**src/design/fmp_pkg.sv**
```systemverilog
`timescale 1ns / 1ps
// ----------------------------------------------------------------------------
// fmp_pkg
// Shared types, constants and helpers of the 2x2 feature map pooling block.
// ----------------------------------------------------------------------------
package fmp_pkg;

  localparam int DATA_BITS  = 32;
  localparam int WINDOW     = 2;
  localparam int POOL_AREA  = WINDOW * WINDOW;
  localparam int POOL_SHIFT = $clog2(POOL_AREA);
  // a window sum needs two more bits than one sample
  localparam int ACC_W      = DATA_BITS + POOL_SHIFT;

  localparam int TDATA_W    = 32;
  localparam int CFG_IDX_W  = 3;
  localparam int CFG_DATA_W = 16;

  typedef enum logic {
    POOL_MAX = 1'b0,
    POOL_AVG = 1'b1
  } pool_kind_e;

  typedef enum logic [CFG_IDX_W-1:0] {
    REG_POOL_KIND     = 3'd0,
    REG_RECTIFY       = 3'd1,
    REG_CHANNEL_COUNT = 3'd2,
    REG_MAP_SIDE      = 3'd3,
    REG_IMAGES        = 3'd4
  } cfg_reg_e;

  typedef struct packed {
    pool_kind_e kind;
    logic       rectify;
  } cfg_t;

  // position flags of one request
  typedef struct packed {
    logic col_odd;
    logic row_odd;
    logic last;
  } tag_t;

  function automatic logic signed [ACC_W-1:0] combine(
    pool_kind_e              kind,
    logic signed [ACC_W-1:0] a,
    logic signed [ACC_W-1:0] b
  );
    logic signed [ACC_W-1:0] res;
    if (kind == POOL_MAX) begin
      res = (a > b) ? a : b;
    end else begin
      res = a + b;
    end
    return res;
  endfunction

endpackage

```
**src/design/fmp_ctrl.sv**
```systemverilog
`timescale 1ns / 1ps
// ----------------------------------------------------------------------------
// fmp_ctrl
// Configuration registers and the channel, column, row and image counters
// that place each incoming sample and address the two stores.
// ----------------------------------------------------------------------------
module fmp_ctrl #(
  parameter int MAX_CHANNELS = 32,
  parameter int MAX_SIDE     = 16,
  parameter int CH_W         = (MAX_CHANNELS > 1) ? $clog2(MAX_CHANNELS) : 1,
  parameter int RS_AW        = 8
) (
  input  logic                                clk_i,
  input  logic                                rst_ni,
  input  logic                                cfg_we_i,
  input  logic [fmp_pkg::CFG_IDX_W-1:0]       cfg_index_i,
  input  logic [fmp_pkg::CFG_DATA_W-1:0]      cfg_data_i,
  input  logic                                accept_i,
  output logic [CH_W-1:0]                     ch_o,
  output logic [RS_AW-1:0]                    rs_addr_o,
  output fmp_pkg::tag_t                       tag_o,
  output fmp_pkg::cfg_t                       cfg_o
);

  localparam int COL_W        = $clog2(MAX_SIDE);
  localparam int SIDE_TOP_MAX = MAX_SIDE - (MAX_SIDE % fmp_pkg::WINDOW) - 1;

  fmp_pkg::pool_kind_e pool_kind_q, pool_kind_d;
  logic                rectify_q, rectify_d;
  logic [5:0]          channel_count_q, channel_count_d;
  logic [4:0]          map_side_q, map_side_d;
  logic [15:0]         images_q, images_d;

  logic [CH_W-1:0]  ch_q, ch_d;
  logic [COL_W-1:0] col_q, col_d;
  logic [COL_W-1:0] row_q, row_d;
  logic [15:0]      img_q, img_d;

  logic [CH_W-1:0]  ch_top;
  logic [COL_W-1:0] side_top;
  logic [15:0]      img_top;
  logic             restart;

  // effective limits after clamping the register values
  always_comb begin
    if (channel_count_q == 6'd0) begin
      ch_top = '0;
    end else if (int'(channel_count_q) > MAX_CHANNELS) begin
      ch_top = CH_W'(MAX_CHANNELS - 1);
    end else begin
      ch_top = CH_W'(channel_count_q - 6'd1);
    end

    if (int'(map_side_q) < fmp_pkg::WINDOW) begin
      side_top = COL_W'(fmp_pkg::WINDOW - 1);
    end else if (int'(map_side_q) > MAX_SIDE) begin
      side_top = COL_W'(SIDE_TOP_MAX);
    end else begin
      side_top = COL_W'(map_side_q - 5'(map_side_q % fmp_pkg::WINDOW) - 5'd1);
    end

    img_top = (images_q == 16'd0) ? 16'd0 : images_q - 16'd1;
  end

  always_comb begin
    pool_kind_d     = pool_kind_q;
    rectify_d       = rectify_q;
    channel_count_d = channel_count_q;
    map_side_d      = map_side_q;
    images_d        = images_q;
    restart         = 1'b0;
    if (cfg_we_i) begin
      case (cfg_index_i)
        fmp_pkg::REG_POOL_KIND: begin
          pool_kind_d = fmp_pkg::pool_kind_e'(cfg_data_i[0]);
          restart     = 1'b1;
        end
        fmp_pkg::REG_RECTIFY: begin
          rectify_d = cfg_data_i[0];
          restart   = 1'b1;
        end
        fmp_pkg::REG_CHANNEL_COUNT: begin
          channel_count_d = cfg_data_i[5:0];
          restart         = 1'b1;
        end
        fmp_pkg::REG_MAP_SIDE: begin
          map_side_d = cfg_data_i[4:0];
          restart    = 1'b1;
        end
        fmp_pkg::REG_IMAGES: begin
          images_d = cfg_data_i[15:0];
          restart  = 1'b1;
        end
        default: begin
          restart = 1'b0;
        end
      endcase
    end
  end

  always_comb begin
    ch_d  = ch_q;
    col_d = col_q;
    row_d = row_q;
    img_d = img_q;
    if (restart) begin
      ch_d  = '0;
      col_d = '0;
      row_d = '0;
      img_d = '0;
    end else if (accept_i) begin
      if (ch_q == ch_top) begin
        ch_d = '0;
        if (col_q == side_top) begin
          col_d = '0;
          if (row_q == side_top) begin
            row_d = '0;
            img_d = (img_q == img_top) ? 16'd0 : img_q + 16'd1;
          end else begin
            row_d = row_q + COL_W'(1);
          end
        end else begin
          col_d = col_q + COL_W'(1);
        end
      end else begin
        ch_d = ch_q + CH_W'(1);
      end
    end
  end

  always_ff @(posedge clk_i or negedge rst_ni) begin
    if (!rst_ni) begin
      pool_kind_q     <= fmp_pkg::POOL_AVG;
      rectify_q       <= 1'b0;
      channel_count_q <= 6'd32;
      map_side_q      <= 5'd16;
      images_q        <= 16'd1;
      ch_q            <= '0;
      col_q           <= '0;
      row_q           <= '0;
      img_q           <= '0;
    end else begin
      pool_kind_q     <= pool_kind_d;
      rectify_q       <= rectify_d;
      channel_count_q <= channel_count_d;
      map_side_q      <= map_side_d;
      images_q        <= images_d;
      ch_q            <= ch_d;
      col_q           <= col_d;
      row_q           <= row_d;
      img_q           <= img_d;
    end
  end

  assign ch_o          = ch_q;
  // one row store entry per channel per pooled column
  assign rs_addr_o     = RS_AW'(int'(col_q >> 1) * MAX_CHANNELS + int'(ch_q));
  assign tag_o.col_odd = col_q[0];
  assign tag_o.row_odd = row_q[0];
  assign tag_o.last    = (img_q == img_top) && (row_q == side_top) &&
                         (col_q == side_top) && (ch_q == ch_top);
  assign cfg_o.kind    = pool_kind_q;
  assign cfg_o.rectify = rectify_q;

  a_pos_in_range: assert property (@(posedge clk_i) disable iff (!rst_ni)
    (ch_q <= ch_top) && (col_q <= side_top) && (row_q <= side_top))
    else $error("position counter beyond the configured map");

endmodule

```
**config.mk**
```make
export PLATFORM = sky130hd
export DESIGN_NAME = fmp_ctrl
export DESIGN_NICKNAME = d
export VERILOG_FILES = /design/src/design/fmp_pkg.sv /design/src/design/fmp_ctrl.sv
export SDC_FILE = /design/constraint.sdc
export NUM_CORES = 1
export LEC_CHECK = 0
export ABC_AREA = 0
export ABC_CLOCK_PERIOD_IN_PS = 4550
export BUFFER_PORTS_ARGS = -buffer_cell sky130_fd_sc_hd__buf_4
export CELL_PAD_IN_SITES_DETAIL_PLACEMENT = 0
export CELL_PAD_IN_SITES_GLOBAL_PLACEMENT = 1
export CORE_MARGIN = 8
export CORE_UTILIZATION = 46
export DETAILED_ROUTE_END_ITERATION = 10
export HOLD_SLACK_MARGIN = 0.15
export MAX_ROUTING_LAYER = met4
export PLACE_DENSITY_LB_ADDON = 0.1
export SLEW_MARGIN = 10
export SYNTH_ARGS = -nofsm -noshare
export SYNTH_HDL_FRONTEND = slang
export SYNTH_SLANG_ARGS = --single-unit
export TNS_END_PERCENT = 100
```
**constraint.sdc**
```tcl
create_clock -name clk_i -period 4.55 [get_ports clk_i]
set_input_delay 0.455 -clock clk_i [delete_from_list [all_inputs] [get_ports clk_i]]
set_output_delay 0.455 -clock clk_i [all_outputs]
set_load 0.03 [all_outputs]
```
### Word-level counts from Yosys, hierarchy flattened

Index checks and enable logic that the tools add are counted.

| operators by class | value |
|---|---|
| add/sub/neg operators | 9 |
| $lt $le $gt $ge | 3 |
| equal/unequal tests | 8 |
| multiplexer cells | 25 |
| reduce and logical (&&, ||, !) cells | 19 |

Operators by type and width:

| operator | count |
|---|---|
| $mux W16 | 7 |
| $mux W4 | 11 |
| $mux W5 | 5 |
| $add A16 B1 Y16 const B | 1 |
| $eq A16 B16 Y1 | 1 |
| $logic_not A16 Y1 | 1 |
| $sub A16 B1 Y16 const B | 1 |
| $reduce_and A2 Y1 | 6 |
| $add A4 B1 Y4 const B | 2 |
| $add A8 B5 Y8 | 1 |
| $eq A4 B4 Y1 | 2 |
| $reduce_bool A2 Y1 | 4 |
| $eq A3 B2 Y1 const B | 2 |
| $gt A6 B6 Y1 const B | 1 |
| $logic_not A6 Y1 | 1 |
| $add A5 B1 Y5 const B | 1 |
| $eq A5 B5 Y1 | 1 |
| $gt A5 B5 Y1 const B | 1 |
| $lt A5 B2 Y1 const B | 1 |
| $reduce_or A5 Y1 | 1 |
| $sub A5 B1 Y5 const B | 1 |
| $reduce_and A4 Y1 | 1 |
| $sub A4 B1 Y4 | 1 |
| $sub A4 B1 Y4 const B | 1 |
| 6 further kinds | 9 |

| storage, ports and cells | value |
|---|---|
| bits in registers | 58 |
| input bits | 23 |
| output and inout port bits | 18 |
| logic and storage cells | 73 |

### Logic depth before layout (Yosys ltp)

| depth | value |
|---|---|
| depth after elaboration | 10 |
| gate-level depth with buffers | 13 |
| gate-level depth less buffers | 11 |

### Least setup slack after synthesis

OpenSTA, ideal clock, no wires.

| timing | value |
|---|---|
| path type | reg-to-output |
| start | register images_q[2] |
| end | output tag_o[0] in the netlist's numbering |
| arrival | 3266 ps |
| required time | 4095 ps |
| setup slack | 829 ps |
| stages on the path, launching flop included | 11 |
| path buffers | 3 |
| cell sequence | dfrtp_1 > buf_6 > or4_4 > buf_6 > or4_1 > buf_2 > o31a_1 > or4_1 > o2111a_1 > nor4_2 > and4_2 |

RTL lines:

| element | line | source |
|---|---|---|
| from (decl) | fmp_ctrl.sv:32 | `logic [15:0] images_q, images_d;` |
| from (signal assigned) | fmp_ctrl.sv:147 | `images_q <= images_d;` |
| to (decl) | fmp_ctrl.sv:21 | `output fmp_pkg::tag_t tag_o,` |

==> results.py <==
metrics = {
    "status": {
        "status": "finished, final reports clean",
    },
    "floorplanning": {
        "rows": 33,
        "core_mm2": 0.00813,
        "die_area_mm2": 0.0115,
        "dieHeight_um": 107,
        "ios": 41,
        "start_util_pct": 47.1,
        "die_w_um": 107,
    },
    "critical_path": {
        "crit_path_end_kind": "primary output",
        "path_class": "register to primary output",
        "cp_slowest_cell": "or4_1",
        "crit_top_cell": "or4_1",
        "critical-path-max-stage-delay_ps": 660,
        "required_ps": 4090,
        "path_cells": "or4_1 > or4_1 > o31a_1 > or4_1 > o2111a_1 > nor4_2 > and4_2 > buf_4",
        "worstPathMaxFanout": 7,
        "rr_worst_depth": 9,
        "start_kind": "register",
        "critPathArrivalTime_ps": 3790,
    },
    "logic_synthesis": {
        "synth_area_mm2": 0.00383,
        "synthCells": 409,
        "syn_area_per_cell_um2": 9.37,
        "synth_nets": 440,
        "yosys_most_used_dff": "dfrtp_1",
        "ys_seq_elements": 58,
        "yosysWarnings": 0,
        "synthDistinctLibCells": 63,
        "synthArstFlopShare_pct": 100,
        "synth_edf_count": 0,
        "yosysSeqAreaShare_pct": 38.0,
    },
    "clock_tree": {
        "cts.hold.buffers_added": 0,
        "clk_pin_slew_worst_paths_ps": 80,
        "numCtsBuffers": 9,
        "root_buffer": "clkbuf_8",
        "cts_tree": "built",
        "clock_sinks": 58,
        "cts_max_path_buffers": 2,
        "cts_resized": 0,
        "htree_levels": 3,
        "clock_latency_ps": 340,
        "postCtsSetupRepairBufs": 0,
    },
    "routing": {
        "firstDrtPassIters": 4,
        "drc": 0,
        "drtIter0Drc": 147,
        "vias": 3138,
        "wire_per_inst_um": 16.6,
        "via_per_inst": 5.74,
        "drtAntennaViolNets": 0,
        "wl_um": 9110,
    },
    "timing": {
        "tightest_slew_ps": 765,
        "final-setup-viol-count": 0,
        "tns_ps": 0,
        "finalHoldViolCount": 0,
        "setup_ws_ps": 308,
        "rsz0062_at_grt": "false",
        "period_needed_ps": 4240,
        "drv_slew": 0,
        "fin_crit_sh_pct": 93.2,
        "fmax_mhz": 236,
        "slew_headroom_pct": 49.0,
        "finClkSkew_ps": 9.43,
    },
    "place": {
        "hpwlAfterDp_um": 6470,
        "gp_congestion": 0.860,
        "place_ws_ps": 697,
        "portBuffers": 40,
    },
    "layout": {
        "fin_util_pct": 53.2,
        "layout_commonest_cell": "dfrtp_1",
        "final_cell_mix": "dfrtp_1 (54), buf_4 (43), o21ai_0 (34)",
        "antenna_cells": 0,
        "nets": 468,
        "drive_gt1_share_pct": 22.6,
        "fill_cells": 777,
        "area.growth.synth_to_final_pct": 12.9,
    },
    "global_route": {
        "grt_first_pass_wirelength_um": 15100,
        "antenna_found_initial": 0,
        "grt_start_max_net_pins": 59,
        "grt_usage_pct": 16.9,
        "grt_pass1_vias": 2978,
        "gr-total-overflow": 0,
    },
    "pwr": {
        "powerDensity_mw_per_mm2": 435,
        "leakage_uw": 0.00188,
        "ir_drop_uv": 227,
    },
    "flow_run": {
        "maxCapViolCount": 0,
    },
    "min_path": {
        "hp-class": "input port to async pin",
    },
}
[synthesized netlist by cell type, drive strengths merged, types with 4 or more instances]
| cell type | n | area, um^2 |
|---|---|---|
| a21oi | 13 | 65.1 |
| a22o | 15 | 131 |
| and3 | 11 | 68.8 |
| buf | 16 | 130 |
| clkbuf | 10 | 37.5 |
| dfrtp | 54 | 1350 |
| dfstp | 4 | 105 |
| ha | 8 | 100 |
| inv | 18 | 67.6 |
| mux2 | 22 | 248 |
| mux2i | 6 | 60.1 |
| nand2 | 25 | 93.8 |
| nand2b | 4 | 25.0 |
| nand3 | 15 | 75.1 |
| nor2 | 25 | 93.8 |
| nor2b | 13 | 88.8 |
| nor3 | 18 | 90.1 |
| nor4 | 7 | 56.3 |
| o211ai | 5 | 37.5 |
| o21ai | 35 | 175 |
| or4 | 4 | 33.8 |
| xnor2 | 15 | 131 |
| xor2 | 14 | 123 |
[layout make-up]
class | count | area [um^2] | share of cell area [%]
clock inverter | 7 | 78.8 | 1.82
tap | 105 | 131 | 3.04
timing repair buffer | 43 | 323 | 7.46
inverter | 18 | 67.6 | 1.56
clock buffer | 9 | 124 | 2.86
multi-input combinational | 307 | 2140 | 49.6
sequential | 58 | 1460 | 33.7
[through the flow]
stage	power (uW)	hold slack, ps	area [um^2]	cells
after floorplan	1230	159	3830	409
after global placement	1380	496	4120	531
after detailed placement	1390	502	4120	531
after CTS	1900	192	4330	547
after global routing	2000	233	4330	547
final	1880	174	4330	547
[flip-flops by register name, indices dropped and copies added, names as in the netlist]
name / flops
map_side_q: 5
channel_count_q: 6
images_q: 16
pool_kind_q: 1
row_q: 4
rectify_q: 1
col_q: 4
ch_o: 5
img_q: 16
[worst paths after layout]
path / slack [ps] / to / start
setup / recovery: 310 / tag_o[0] / images_q[6]
hold / removal: 170 / channel_count_q[1] / rst_ni
setup reg to reg: 800 / img_q[2] / images_q[6]
hold reg to reg: 520 / map_side_q[2] / map_side_q[2]
max in group asynchronous: 3860 / img_q[2] / rst_ni
min in group clk_i: 320 / images_q[14] / cfg_data_i[14]
[power by group]
| part | internal [uW] | leakage, uW | switching [uW] | total, uW |
|---|---|---|---|---|
| clock | 256 | 0.0000921 | 238 | 495 |
| sequential | 607 | 0.000737 | 145 | 752 |
| combinational | 290 | 0.00105 | 345 | 635 |
| total | 1150 | 0.00188 | 728 | 1880 |
[routing by layer]
| layer | GRT usage, % | routed length [um] |
|---|---|---|
| met1 | 23.5 | 4720 |
| met2 | 23.3 | 3940 |
| met3 | 3.89 | 327 |
| met4 | 5.83 | 116 |
| met5 | - | 0 |
[worst max-delay path, delay by kind of cell (launching register included)]
| kind | cells | cell delay [ps] |
|---|---|---|
| buf+inv | 1 | 160 |
| simple gates | 5 | 2390 |
| compound gates | 2 | 450 |
| flops | 1 | 440 |
[cells by family (layout without fill, tap and decap cells)]
group,Yosys count,after routing,synth area share [%]
XOR/XNOR,30,30,7.22
buffers and inverters,44,77,6.14
AO/OA/AOI/OAI,97,97,17.1
adder cells (fa/ha/maj),8,8,2.61
multiplexers,28,28,8.03
flip-flops,58,58,38.0
AND/OR/NAND/NOR,144,144,20.8
No activity file was read; power rests on OpenSTA's default activity.
