File: config.mk
export PLATFORM = sky130hd
export DESIGN_NAME = fmp_reduce
export DESIGN_NICKNAME = d
export VERILOG_FILES = /design/src/design/fmp_pkg.sv /design/src/design/fmp_reduce.sv
export SDC_FILE = /design/constraint.sdc
export NUM_CORES = 1
export LEC_CHECK = 0
export ABC_CLOCK_PERIOD_IN_PS = 5400
export BUFFER_PORTS_ARGS = -buffer_cell sky130_fd_sc_hd__buf_4
export CORE_UTILIZATION = 59
export DETAILED_ROUTE_END_ITERATION = 7
export PLACE_DENSITY_LB_ADDON = 0.15
export REMOVE_ABC_BUFFERS = 1
export SETUP_SLACK_MARGIN = 0.5
export SYNTH_ARGS = -nofsm -noshare
export SYNTH_HDL_FRONTEND = slang
export SYNTH_SLANG_ARGS = --single-unit
File: constraint.sdc
create_clock -name clk_i -period 5.4 [get_ports clk_i]
set_clock_uncertainty 0.1 [all_clocks]
set_input_delay 0 -clock clk_i [delete_from_list [all_inputs] [get_ports clk_i]]
set_output_delay 0 -clock clk_i [all_outputs]
set_load 0.005 [all_outputs]
File: src/design/fmp_pkg.sv
`timescale 1ns / 1ps
// ----------------------------------------------------------------------------
// fmp_pkg
// Shared types, constants and helpers of the 2x2 feature map pooling block.
// ----------------------------------------------------------------------------
package fmp_pkg;

  localparam int DATA_BITS  = 32;
  localparam int WINDOW     = 2;
  localparam int POOL_AREA  = WINDOW * WINDOW;
  localparam int POOL_SHIFT = $clog2(POOL_AREA);
  // a window sum needs two more bits than one sample
  localparam int ACC_W      = DATA_BITS + POOL_SHIFT;

  localparam int TDATA_W    = 32;
  localparam int CFG_IDX_W  = 3;
  localparam int CFG_DATA_W = 16;

  typedef enum logic {
    POOL_MAX = 1'b0,
    POOL_AVG = 1'b1
  } pool_kind_e;

  typedef enum logic [CFG_IDX_W-1:0] {
    REG_POOL_KIND     = 3'd0,
    REG_RECTIFY       = 3'd1,
    REG_CHANNEL_COUNT = 3'd2,
    REG_MAP_SIDE      = 3'd3,
    REG_IMAGES        = 3'd4
  } cfg_reg_e;

  typedef struct packed {
    pool_kind_e kind;
    logic       rectify;
  } cfg_t;

  // position flags of one request
  typedef struct packed {
    logic col_odd;
    logic row_odd;
    logic last;
  } tag_t;

  function automatic logic signed [ACC_W-1:0] combine(
    pool_kind_e              kind,
    logic signed [ACC_W-1:0] a,
    logic signed [ACC_W-1:0] b
  );
    logic signed [ACC_W-1:0] res;
    if (kind == POOL_MAX) begin
      res = (a > b) ? a : b;
    end else begin
      res = a + b;
    end
    return res;
  endfunction

endpackage

File: src/design/fmp_reduce.sv
`timescale 1ns / 1ps
// ----------------------------------------------------------------------------
// fmp_reduce
// Read-modify-write pipeline: folds the window partial and the row store
// entry into each sample, writes the row store back and finishes the result.
// ----------------------------------------------------------------------------
module fmp_reduce #(
  parameter int RS_AW = 8
) (
  input  logic                               clk_i,
  input  logic                               rst_ni,
  input  fmp_pkg::cfg_t                      cfg_i,
  input  logic                               in_valid_i,
  output logic                               in_ready_o,
  input  logic [fmp_pkg::DATA_BITS-1:0]      sample_i,
  input  fmp_pkg::tag_t                      tag_i,
  input  logic [RS_AW-1:0]                   rs_addr_i,
  input  logic [fmp_pkg::ACC_W-1:0]          wp_rdata_i,
  input  logic [fmp_pkg::ACC_W-1:0]          rs_rdata_i,
  output logic                               rs_we_o,
  output logic [RS_AW-1:0]                   rs_waddr_o,
  output logic [fmp_pkg::ACC_W-1:0]          rs_wdata_o,
  output logic                               out_valid_o,
  input  logic                               out_ready_i,
  output logic [fmp_pkg::DATA_BITS-1:0]      out_data_o,
  output logic                               out_last_o
);

  localparam int ACC_W = fmp_pkg::ACC_W;
  localparam int EXT_W = ACC_W - fmp_pkg::DATA_BITS;

  // stage 1: store read data arrives
  logic                    valid1_q;
  logic signed [ACC_W-1:0] sample1_q;
  fmp_pkg::tag_t           tag1_q;
  logic [RS_AW-1:0]        addr1_q;
  // stage 2: window row segment folded
  logic                    valid2_q;
  logic signed [ACC_W-1:0] acc2_q;
  logic signed [ACC_W-1:0] rsd2_q;
  logic                    last2_q;
  // stage 3: full window folded
  logic                    valid3_q;
  logic signed [ACC_W-1:0] r3_q;
  logic                    last3_q;
  // output register
  logic                    out_valid_q;
  logic [fmp_pkg::DATA_BITS-1:0] out_data_q;
  logic                    out_last_q;

  logic signed [ACC_W-1:0] acc1;
  logic signed [ACC_W-1:0] r2;
  logic signed [ACC_W-1:0] biased;
  logic signed [ACC_W-1:0] v3;
  logic                    goes_on;
  logic                    free1, free2, free3, free_out;

  assign goes_on  = tag1_q.col_odd && tag1_q.row_odd;
  assign free_out = !out_valid_q || out_ready_i;
  assign free3    = !valid3_q || free_out;
  assign free2    = !valid2_q || free3;
  assign free1    = !valid1_q || !goes_on || free2;

  assign acc1 = fmp_pkg::combine(cfg_i.kind, $signed(wp_rdata_i), sample1_q);
  assign r2   = fmp_pkg::combine(cfg_i.kind, rsd2_q, acc2_q);

  // average truncates toward zero: bias negative sums before the shift
  always_comb begin
    biased = r3_q;
    if (r3_q[ACC_W-1]) begin
      biased = r3_q + ACC_W'(fmp_pkg::POOL_AREA - 1);
    end
    v3 = r3_q;
    if (cfg_i.kind == fmp_pkg::POOL_AVG) begin
      v3 = biased >>> fmp_pkg::POOL_SHIFT;
    end
    if (cfg_i.rectify && v3[ACC_W-1]) begin
      v3 = '0;
    end
  end

  always_ff @(posedge clk_i or negedge rst_ni) begin
    if (!rst_ni) begin
      valid1_q    <= 1'b0;
      valid2_q    <= 1'b0;
      valid3_q    <= 1'b0;
      out_valid_q <= 1'b0;
    end else begin
      if (free1) begin
        valid1_q <= in_valid_i;
      end
      if (free2) begin
        valid2_q <= valid1_q && goes_on;
      end
      if (free3) begin
        valid3_q <= valid2_q;
      end
      if (free_out) begin
        out_valid_q <= valid3_q;
      end
    end
  end

  always_ff @(posedge clk_i) begin
    if (free1 && in_valid_i) begin
      sample1_q <= {{EXT_W{sample_i[fmp_pkg::DATA_BITS-1]}}, sample_i};
      tag1_q    <= tag_i;
      addr1_q   <= rs_addr_i;
    end
    if (free2 && valid1_q && goes_on) begin
      acc2_q  <= acc1;
      rsd2_q  <= $signed(rs_rdata_i);
      last2_q <= tag1_q.last;
    end
    if (free3 && valid2_q) begin
      r3_q    <= r2;
      last3_q <= last2_q;
    end
    if (free_out && valid3_q) begin
      out_data_q <= v3[fmp_pkg::DATA_BITS-1:0];
      out_last_q <= last3_q;
    end
  end

  // first row of a window pair parks its partial in the row store
  assign rs_we_o     = valid1_q && tag1_q.col_odd && !tag1_q.row_odd;
  assign rs_waddr_o  = addr1_q;
  assign rs_wdata_o  = acc1;

  assign in_ready_o  = free1;
  assign out_valid_o = out_valid_q;
  assign out_data_o  = out_data_q;
  assign out_last_o  = out_last_q;

  a_ready_blocked_by_s1: assert property (@(posedge clk_i) disable iff (!rst_ni)
    !in_ready_o |-> valid1_q && goes_on)
    else $error("input stalled with no waiting window item");

  a_s2_holds: assert property (@(posedge clk_i) disable iff (!rst_ni)
    valid2_q && !free3 |=> valid2_q && $stable(acc2_q) && $stable(rsd2_q))
    else $error("stage 2 lost its operands under stall");

  a_s3_holds: assert property (@(posedge clk_i) disable iff (!rst_ni)
    valid3_q && !free_out |=> valid3_q && $stable(r3_q) && $stable(last3_q))
    else $error("stage 3 lost its window result under stall");

endmodule

Yosys cells after proc, flatten, opt, wreduce, memory -nomap -nowiden --
Index checks and enable logic that the tools add are counted.
Word-level totals: register bits after elaboration 184, input port bits 117, output and inout bits 78, word-level logic and storage cells 48
Cells by class: $add $sub $neg 3, $lt $le $gt $ge 2, multiplexer cells 6, reductions and logical operators 21
Operator list (count):
- $mux 34 | 6
- $add 34x3->34 const B | 1
- $add 34x32->34 | 1
- $add 34x34->34 | 1
- $gt 34x32->1 | 1
- $gt 34x34->1 | 1
- $logic_and 1x1->1 | 10
- $logic_not 1->1 | 6
- $logic_or 1x1->1 | 5

Logic depth before layout (Yosys ltp) --
Gate-level depths: netlist (run 1).
word-level depth 6, gate-level depth with buffers 15, mapped depth without buffers 13

Worst setup path after synthesis (run 1) --
No wires, ideal clock.
path type register to register, start register valid2_q, end register acc2_q[0] (enable), setup time 0.537 ns, data arrival time 4.167 ns, slack 0.595 ns, cell stages (with the launch flop) 2, path buffers 0, period minus slack after synthesis 4.805 ns, cells stage by stage dfrtp_1 -> a31oi_1
Between the ends: cells in the longest elaborated chain, start to end 4
Ends and longest elaborated chain:
- from (decl) | RTL line fmp_reduce.sv:38 | logic valid2_q;
- from (signal assigned) | RTL line fmp_reduce.sv:93 | valid2_q <= valid1_q && goes_on;
- $logic_not 1->1 | RTL line fmp_reduce.sv:61 | assign free2 = !valid2_q || free3;
- $logic_or 1x1->1 | RTL line fmp_reduce.sv:61
- $logic_and 1x1->1 (2 in series) | RTL line fmp_reduce.sv:110 | if (free2 && valid1_q && goes_on) begin
- to (signal assigned) | RTL line fmp_reduce.sv:111 | acc2_q <= acc1;
- to (decl) | RTL line fmp_reduce.sv:39 | logic signed [ACC_W-1:0] acc2_q;
Every way passes these cells. A chain may end at the register's enable or synchronous reset.

Final worst setup path (run 1) --
start register sample1_q[31] (netlist name), end output rs_wdata_o[17] (netlist bit)
Between the ends: cells in the longest elaborated chain, start to end 3
Ends and longest elaborated chain:
- $gt 34x32->1 | RTL line fmp_pkg.sv:51 | res = (a > b) ? a : b;
- $mux 34 | RTL line fmp_pkg.sv:51
- $mux 34 | RTL line fmp_pkg.sv:50 | if (kind == POOL_MAX) begin
- to (decl) | RTL line fmp_reduce.sv:22 | output logic [fmp_pkg::ACC_W-1:0] rs_wdata_o,
Every way passes these cells.

==> metrics.yaml, run 1 <==
power_and_ir_drop:
  power_switching_mw: 1.172
  internal-power_mw: 2.728
  p_clk_frac: 0.311
  p_leak_nw: 6.954
  combinationalPowerShare: 0.249
  power-per-cell-area_nw_per_um2: 238.7
  max-vdd-ir-drop_v: 0.0002160
  switching_share: 0.3005
  seqPwrFrac: 0.440
cts:
  cts_buffer_depth: 2
  clock_sinks: 184
  cts_tree: "built"
  hold_buffers: 100
  post_cts_buffers: 0
  cts_resized: 0
  h-tree-depth: 4
  path_clk_slew_ns: 0.07
  clockRootBuffer: "clkbuf_16"
  insertion_delay_ns: 0.45
  numCtsBuffers: 17
layout:
  n_antenna_cell: 0
  final_nets: 1835
  multiInputGateArea_sq_um: 6864
  drive_gt1_frac: 0.1618
  regArea_sq_um: 5505
  synthToLayoutAreaGrowth_pct: 25.08
  stdcell_area_sq_um: 16340
  fill_cells: 1508
setup_path:
  worstPathCellList: "inv_1 -> ha_1 -> nand4_1 -> nor2_1 -> inv_1 -> or4_4 -> nor4b_2 -> or3b_1 -> mux2_1 -> buf_12 -> mux2i_1 -> o21ai_0 -> buf_4"
  cp_num_buf_inv: 4
  end_kind: "primary output"
  required_ns: 5.30
  worstSetupStartpointType: "flip-flop"
  crit_fanout: 24
  arrival_ns: 4.43
  critPathMaxStageDelay_ns: 0.59
  path_class: "flip-flop to primary output"
  critPathTopFamily: "simple AND/OR/NAND/NOR gates"
  cpMaxStageDelayCell: "mux2_1"
  crit_top_cell: "inv_1"
place:
  postPlaceCellArea_sq_um: 14770
  hpwl_mm: 23.63
  gp_congestion: 1.006
  numPortBuffers: 194
detailed_routing:
  wl_per_cell_microns: 17.60
  dr.pass1.iters: 5
  wirelength_mm: 33.01
  post-route-drc-count: 0
  ant_nets: 0
  num_vias: 10920
  vias_per_cell: 5.821
  first_iter_violations: 1006
synth:
  synth_top_flop_cell: "edfxtp_1"
  synthSimpleGateAreaFrac: 0.1202
  synth.area.mux_share: 0.06381
  synth_common_cells: "180 x edfxtp_1, 134 x ha_1, 133 x inv_1, 100 x nor2_1, 93 x nand2_1"
  synth_cell_type_count: 73
  synth_seq_cells: 184
  synthAdderAreaFrac: 0.1314
  synthXorXnorAreaFrac: 0.05231
  synth_top_area_cell: "edfxtp_1"
  synth_edf_count: 180
  netlist_area_sq_um: 13060
  synth_compound_area_frac: 0.1548
  ys_warn_count: 0
  syn_inst: 1305
  synth_area_leaders: "edfxtp_1 41%, ha_1 13%, mux2i_1 5.5%, inv_1 3.8%, xnor2_1 3.5%"
  synth_top_area_frac: 0.4139
  synth_most_common_cell: "edfxtp_1"
  synth_area_per_cell_sq_um: 10.01
  synth_top_family_by_area: "compound AO/OA/AOI/OAI gates"
  yosysSeqAreaShare: 0.4215
  async_flop_share: 0.02174
timing:
  setup-tns-final_ns: 0
  post-route-min-period_ns: 4.526
  fmax_ghz: 0.2209
  final_hold_viol_count: 0
  min_period_over_period: 0.8382
  setup_viol: 0
  grt_setup_unrepaired: "false"
  tightest_slew_ns: 0.9997
  drv_slew: 0
  hold_ws_ns: 0.003742
  relSlewSlack: 0.3335
run:
  cap_violations: 0
die:
  die_area_sq_um: 22730
  rows: 54
  die_w_microns: 150.8
  die_h_microns: 150.8
  core_sq_um: 21760
  start_util: 0.6003
  boundaryPins: 195
hold_path:
  hp-class: "primary input to flip-flop"
global_routing:
  grt_max_degree: 87
  overflow: 0
  track_usage: 0.2952
  antenna_found_initial: 1
  grt_pass1_vias: 10360
  grt_pass1_wl_mm: 51.88
outcome:
  status: "completed"
routing by layer:
metal | global-route usage | up-vias | share of wire | routed length [microns]
li1 | - | 5272 | - | -
met1 | 0.3997 | 5098 | 0.43 | 14340
met2 | 0.4796 | 483 | 0.47 | 15500
met3 | 0.04639 | 60 | 0.070 | 2305
met4 | 0.1060 | 2 | 0.026 | 848
met5 | 0 | - | 0.00048 | 16
layout make-up:
cell class	count	area share
multi-input cells	940	0.4202
flip-flops and latches	184	0.3370
repair buffers	305	0.1564
inverters	134	0.03079
clock buffers	17	0.02604
well taps	280	0.02145
clock inverters	15	0.008119
final timing paths:
| path | start | to | slack (ns) | cells after the start |
|---|---|---|---|---|
| min in group asynchronous | rst_ni | valid3_q$_DFFE_PN0P_ | 0.35 | 3 |
| max | sample1_q[31]$_DFFE_PP_ | rs_wdata_o[17] | 0.87 | 13 |
| min | wp_rdata_i[4] | acc2_q[4]$_DFFE_PP_ | 0.004 | 3 |
| min reg2reg | last3_q$_DFFE_PP_ | out_last_o$_DFFE_PP_ | 0.33 | 0 |
| max reg2reg | sample1_q[31]$_DFFE_PP_ | acc2_q[17]$_DFFE_PP_ | 1.26 | 12 |
| max in group asynchronous | rst_ni | valid1_q$_DFFE_PN0N_ | 4.69 | 3 |
registers in the layout, indices dropped and copies added, names as in the netlist, 3 cells and up:
name        count
acc2_q         34
r3_q           34
rsd2_q         34
out_data_o     32
sample1_q      32
rs_waddr_o      8
tag1_q          3
power by group through the flow:
| stage | Sequential, mW | Combinational, mW | Clock [mW] |
|---|---|---|---|
| floorplan | 1.73 | 0.564 | 0 |
| CTS | 1.71 | 0.952 | 1.23 |
| detailed placement | 1.74 | 0.887 | 0 |
| finish | 1.71 | 0.971 | 1.21 |
| global placement | 1.74 | 0.873 | 0 |
| global route | 1.72 | 1.06 | 1.28 |
cells in the final DEF (no fill, tap or decap), types with 5 or more instances in the layout:
cell type      netlist  final
mux2_1               6      6
clkinv_4             0      5
nor4_1               9      9
o31ai_1             17     16
a221oi_1             5      5
dlygate4sd3_1        0    101
mux2i_1             72     72
nand2b_1            13     13
clkbuf_16            0     17
a21oi_1             86     86
nand2_1             93     93
nor2_1             100    100
inv_1              133    133
o211ai_1             6      6
o21bai_1            20     20
or3_1                9      9
xor2_1              26     26
a211oi_1            28     28
nor2b_1             12     10
o21ai_0             80     80
nand4_1             16     16
edfxtp_1           180    180
a32oi_1             10     10
o21ai_1              9      9
a31oi_1              7      6
and2_1               5      5
xnor2_1             52     52
buf_4                4    203
a21o_1              11     11
and3_1              10     10
nand3_1             22     22
nor3_1              16     16
ha_1               134    134
stage by stage:
| step | util | setup slack, ns | total power, mW | cells |
|---|---|---|---|---|
| 6_report | 0.7509 | 0.8739 | 3.900 | 1875 |
| 5_1_grt | 0.7509 | 0.6604 | 4.056 | 1875 |
| 4_1_cts | 0.7504 | 0.9676 | 3.890 | 1874 |
| 3_5_place_dp | 0.6787 | 1.403 | 2.631 | 1742 |
| 3_3_place_gp | 0.6787 | 1.431 | 2.614 | 1742 |
| 2_1_floorplan | - | -0.5077 | 2.294 | 1258 |
cell families (layout without fill, tap and decap cells):
kind of cell | count (synthesis) | count (layout)
mux | 82 | 82
simple gates | 328 | 328
flops | 184 | 184
xor+xnor | 78 | 78
buf+inv | 181 | 471
compound gates | 316 | 316
fa+ha+maj | 136 | 136
worst reg2reg max path, stage by stage, from the launching register on:
cell and delay, ns:
edfxtp_1 0.48, inv_1 0.12, ha_1 0.39, nand4_1 0.14, nor2_1 0.12, inv_1 0.06
or4_4 0.53, nor4b_2 0.23, or3b_1 0.15, mux2_1 0.59, buf_12 0.30, mux2i_1 0.14
o21ai_0 0.52
No activity file was read; power rests on OpenSTA's default activity.
==> inputs of run 2 (changes only) <==
--- a/config.mk
+++ b/config.mk
@@ -5,7 +5,7 @@
 export SDC_FILE = /design/constraint.sdc
 export NUM_CORES = 1
 export LEC_CHECK = 0
-export ABC_CLOCK_PERIOD_IN_PS = 5400
+export ABC_CLOCK_PERIOD_IN_PS = 4300
 export BUFFER_PORTS_ARGS = -buffer_cell sky130_fd_sc_hd__buf_4
 export CORE_UTILIZATION = 59
 export DETAILED_ROUTE_END_ITERATION = 7
==> constraint.sdc (replaced) <==
create_clock -name clk_i -period 4.3 [get_ports clk_i]
set_clock_uncertainty 0.1 [all_clocks]
set_input_delay 0 -clock clk_i [delete_from_list [all_inputs] [get_ports clk_i]]
set_output_delay 0 -clock clk_i [all_outputs]
set_load 0.005 [all_outputs]
==> run 2 against run 1 <==
Effect of this change: clock power increased by 29%; worst hold slack improved by 0.025 ns; clock-buffer cell count unchanged; combinational power increased by 42%; first-iteration DRC count decreased by 28%; core utilization increased by 3.3 points; sequential cell count unchanged; sequential share of layout area decreased by 1.4 points; power increased by 31%; critical path depth increased by 2; critical path type unchanged; critical endpoint is now rs_wdata_o[22]; highest routed layer is now met4.
==> metrics.yaml, run 2 (same netlist as run 1, synthesis figures left out) <==
cts:
  numCtsBuffers: 17
  clockRootBuffer: "clkbuf_16"
  h-tree-depth: 4
  path_clk_slew_ns: 0.08
  insertion_delay_ns: 0.44
  cts_tree: "built"
  clock_sinks: 184
  cts_buffer_depth: 2
power_and_ir_drop:
  power_switching_mw: 1.562
  combinationalPowerShare: 0.272
  seqPwrFrac: 0.422
  internal-power_mw: 3.529
  switching_share: 0.3068
  total_power_mw: 5.091
  p_leak_nw: 7.195
  power-per-cell-area_nw_per_um2: 298.6
  max-vdd-ir-drop_v: 0.0002887
  p_clk_frac: 0.307
setup_path:
  worstPathCellList: "ha_1 -> inv_1 -> fa_2 -> nor2_2 -> o311ai_4 -> a21oi_2 -> a211oi_4 -> buf_4 -> nor2_1 -> o21ai_1 -> a221o_1 -> o31ai_2 -> xnor2_1 -> a21oi_2 -> buf_4"
  rrSetupSlack_ns: 0.51
  cpMaxStageDelayCell: "edfxtp_1"
  reg2reg_to: "acc2_q[22]$_DFFE_PP_"
  r2r_start: "sample1_q[0]$_DFFE_PP_"
  critPathMaxStageDelay_ns: 0.41
  crit_path_end: "rs_wdata_o[22]"
  end_kind: "primary output"
  worstSetupStartpointType: "flip-flop"
  required_ns: 4.20
  crit_fanout: 3
  arrival_ns: 3.75
  path_class: "flip-flop to primary output"
  crit_path_start: "sample1_q[0]$_DFFE_PP_"
  r2r_cells: 16
place:
  numPortBuffers: 194
  postPlaceCellArea_sq_um: 14800
  hpwl_mm: 23.43
  placed_cells: 1748
  gp_congestion: 0.9660
layout:
  stdcell_count: 1915
  final_nets: 1875
  synthToLayoutAreaGrowth_pct: 30.56
  largest_registers: "acc2_q x34, r3_q x34, rsd2_q x34"
  regArea_sq_um: 5505
  stdcell_area_sq_um: 17050
  final_cell_mix: "242 x buf_4, 180 x edfxtp_1, 129 x inv_1, 117 x ha_1, 101 x dlygate4sd3_1"
  final_common_cell: "buf_4"
  fill_cells: 1374
  drive_gt1_frac: 0.2153
  n_antenna_cell: 0
  multiInputGateArea_sq_um: 7227
timing:
  setup-tns-final_ns: 0
  hold_ws_ns: 0.02890
  tightest_slew_ns: 1.026
  drv_slew: 0
  grt_setup_unrepaired: "true"
  post-route-min-period_ns: 3.849
  final_hold_viol_count: 0
  relSlewSlack: 0.3162
  setup_viol: 0
  min_period_over_period: 0.8950
  fmax_ghz: 0.2598
hold_path:
  hold_depth: 4
  hp-class: "primary input to flip-flop"
global_routing:
  overflow: 0
  grt_max_degree: 99
  antenna_found_initial: 0
  grt_pass1_vias: 10550
  grt_pass1_wl_mm: 52.86
  track_usage: 0.3010
die:
  boundaryPins: 195
  start_util: 0.6003
  die_area_sq_um: 22730
  rows: 54
  die_h_microns: 150.8
  die_w_microns: 150.8
  core_sq_um: 21760
detailed_routing:
  first_iter_violations: 729
  post-route-drc-count: 0
  wl_per_cell_microns: 18.00
  wl_met1_mm: 14.49
  vias_per_cell: 5.797
  wl_met2_mm: 16.53
  wirelength_mm: 34.46
  highest_layer: "met4"
  dr_wl_met3_mm: 2.390
  dr.pass1.iters: 5
  ant_nets: 0
  num_vias: 11100
run:
  cap_violations: 0
outcome:
  status: "completed"
run 2: power by group through the flow:
stage / clock [mW] / combinational (mW) / sequential (mW)
final: 1.56 / 1.38 / 2.15
after CTS: 1.58 / 1.27 / 2.14
after detailed placement: 0 / 1.13 / 2.19
after floorplan: 0 / 0.709 / 2.17
after global placement: 0 / 1.12 / 2.18
after global routing: 1.64 / 1.50 / 2.16
run 2: worst max-delay path: cells and delay by family (launching register included):
family                     cells  cell delay [ns]
AOI/OAI and AO/OA              7             1.51
adders and majority gates      2             0.56
DFF                            1             0.41
buffers and inverters          3             0.38
and+or+nand+nor                2             0.30
xor gates and xnor gates       1             0.13
run 2: metal layers:
layer / global-route usage / vias up
met5: 0 / -
met4: 0.1415 / 0
met3: 0.05422 / 68
met2: 0.4856 / 439
met1: 0.3927 / 5237
li1: - / 5357
run 2: timing repair:
item / 4_1_cts / 5_1_grt
hold endpoints to repair: 106 / 0
gates resized for setup: 38 / 49
hold buffers: 101 / 0
cloned: 1 / 0
pin swaps: 1 / 26
setup buffers: 6 / 27
endpoints found under the setup margin: 38 / 38
run 2: layout make-up:
type                       instances  share of cell area
multi-input combinational        940              0.4238
sequential                       184              0.3229
timing repair buffer             345              0.1689
inverter                         134             0.02950
clock buffer                      17             0.02495
tap                              280             0.02055
clock inverter                    15            0.009392
run 2: worst min-delay path by stage:
stage / from / end
floorplan: rst_ni / out_valid_o$_DFFE_PN0P_
global placement: rst_ni / out_valid_o$_DFFE_PN0P_
detailed placement: rst_ni / out_valid_o$_DFFE_PN0P_
CTS: wp_rdata_i[24] / acc2_q[24]$_DFFE_PP_
global route: wp_rdata_i[19] / acc2_q[19]$_DFFE_PP_
finish: wp_rdata_i[19] / acc2_q[19]$_DFFE_PP_
run 2: metrics by stage:
step	setup slack, ns	util
after CTS	0.4957	0.7648
after floorplan	-1.608	-
after global placement	0.3831	0.6802
final	0.4514	0.7838
after global routing	0.3731	0.7838
after detailed placement	0.4163	0.6802
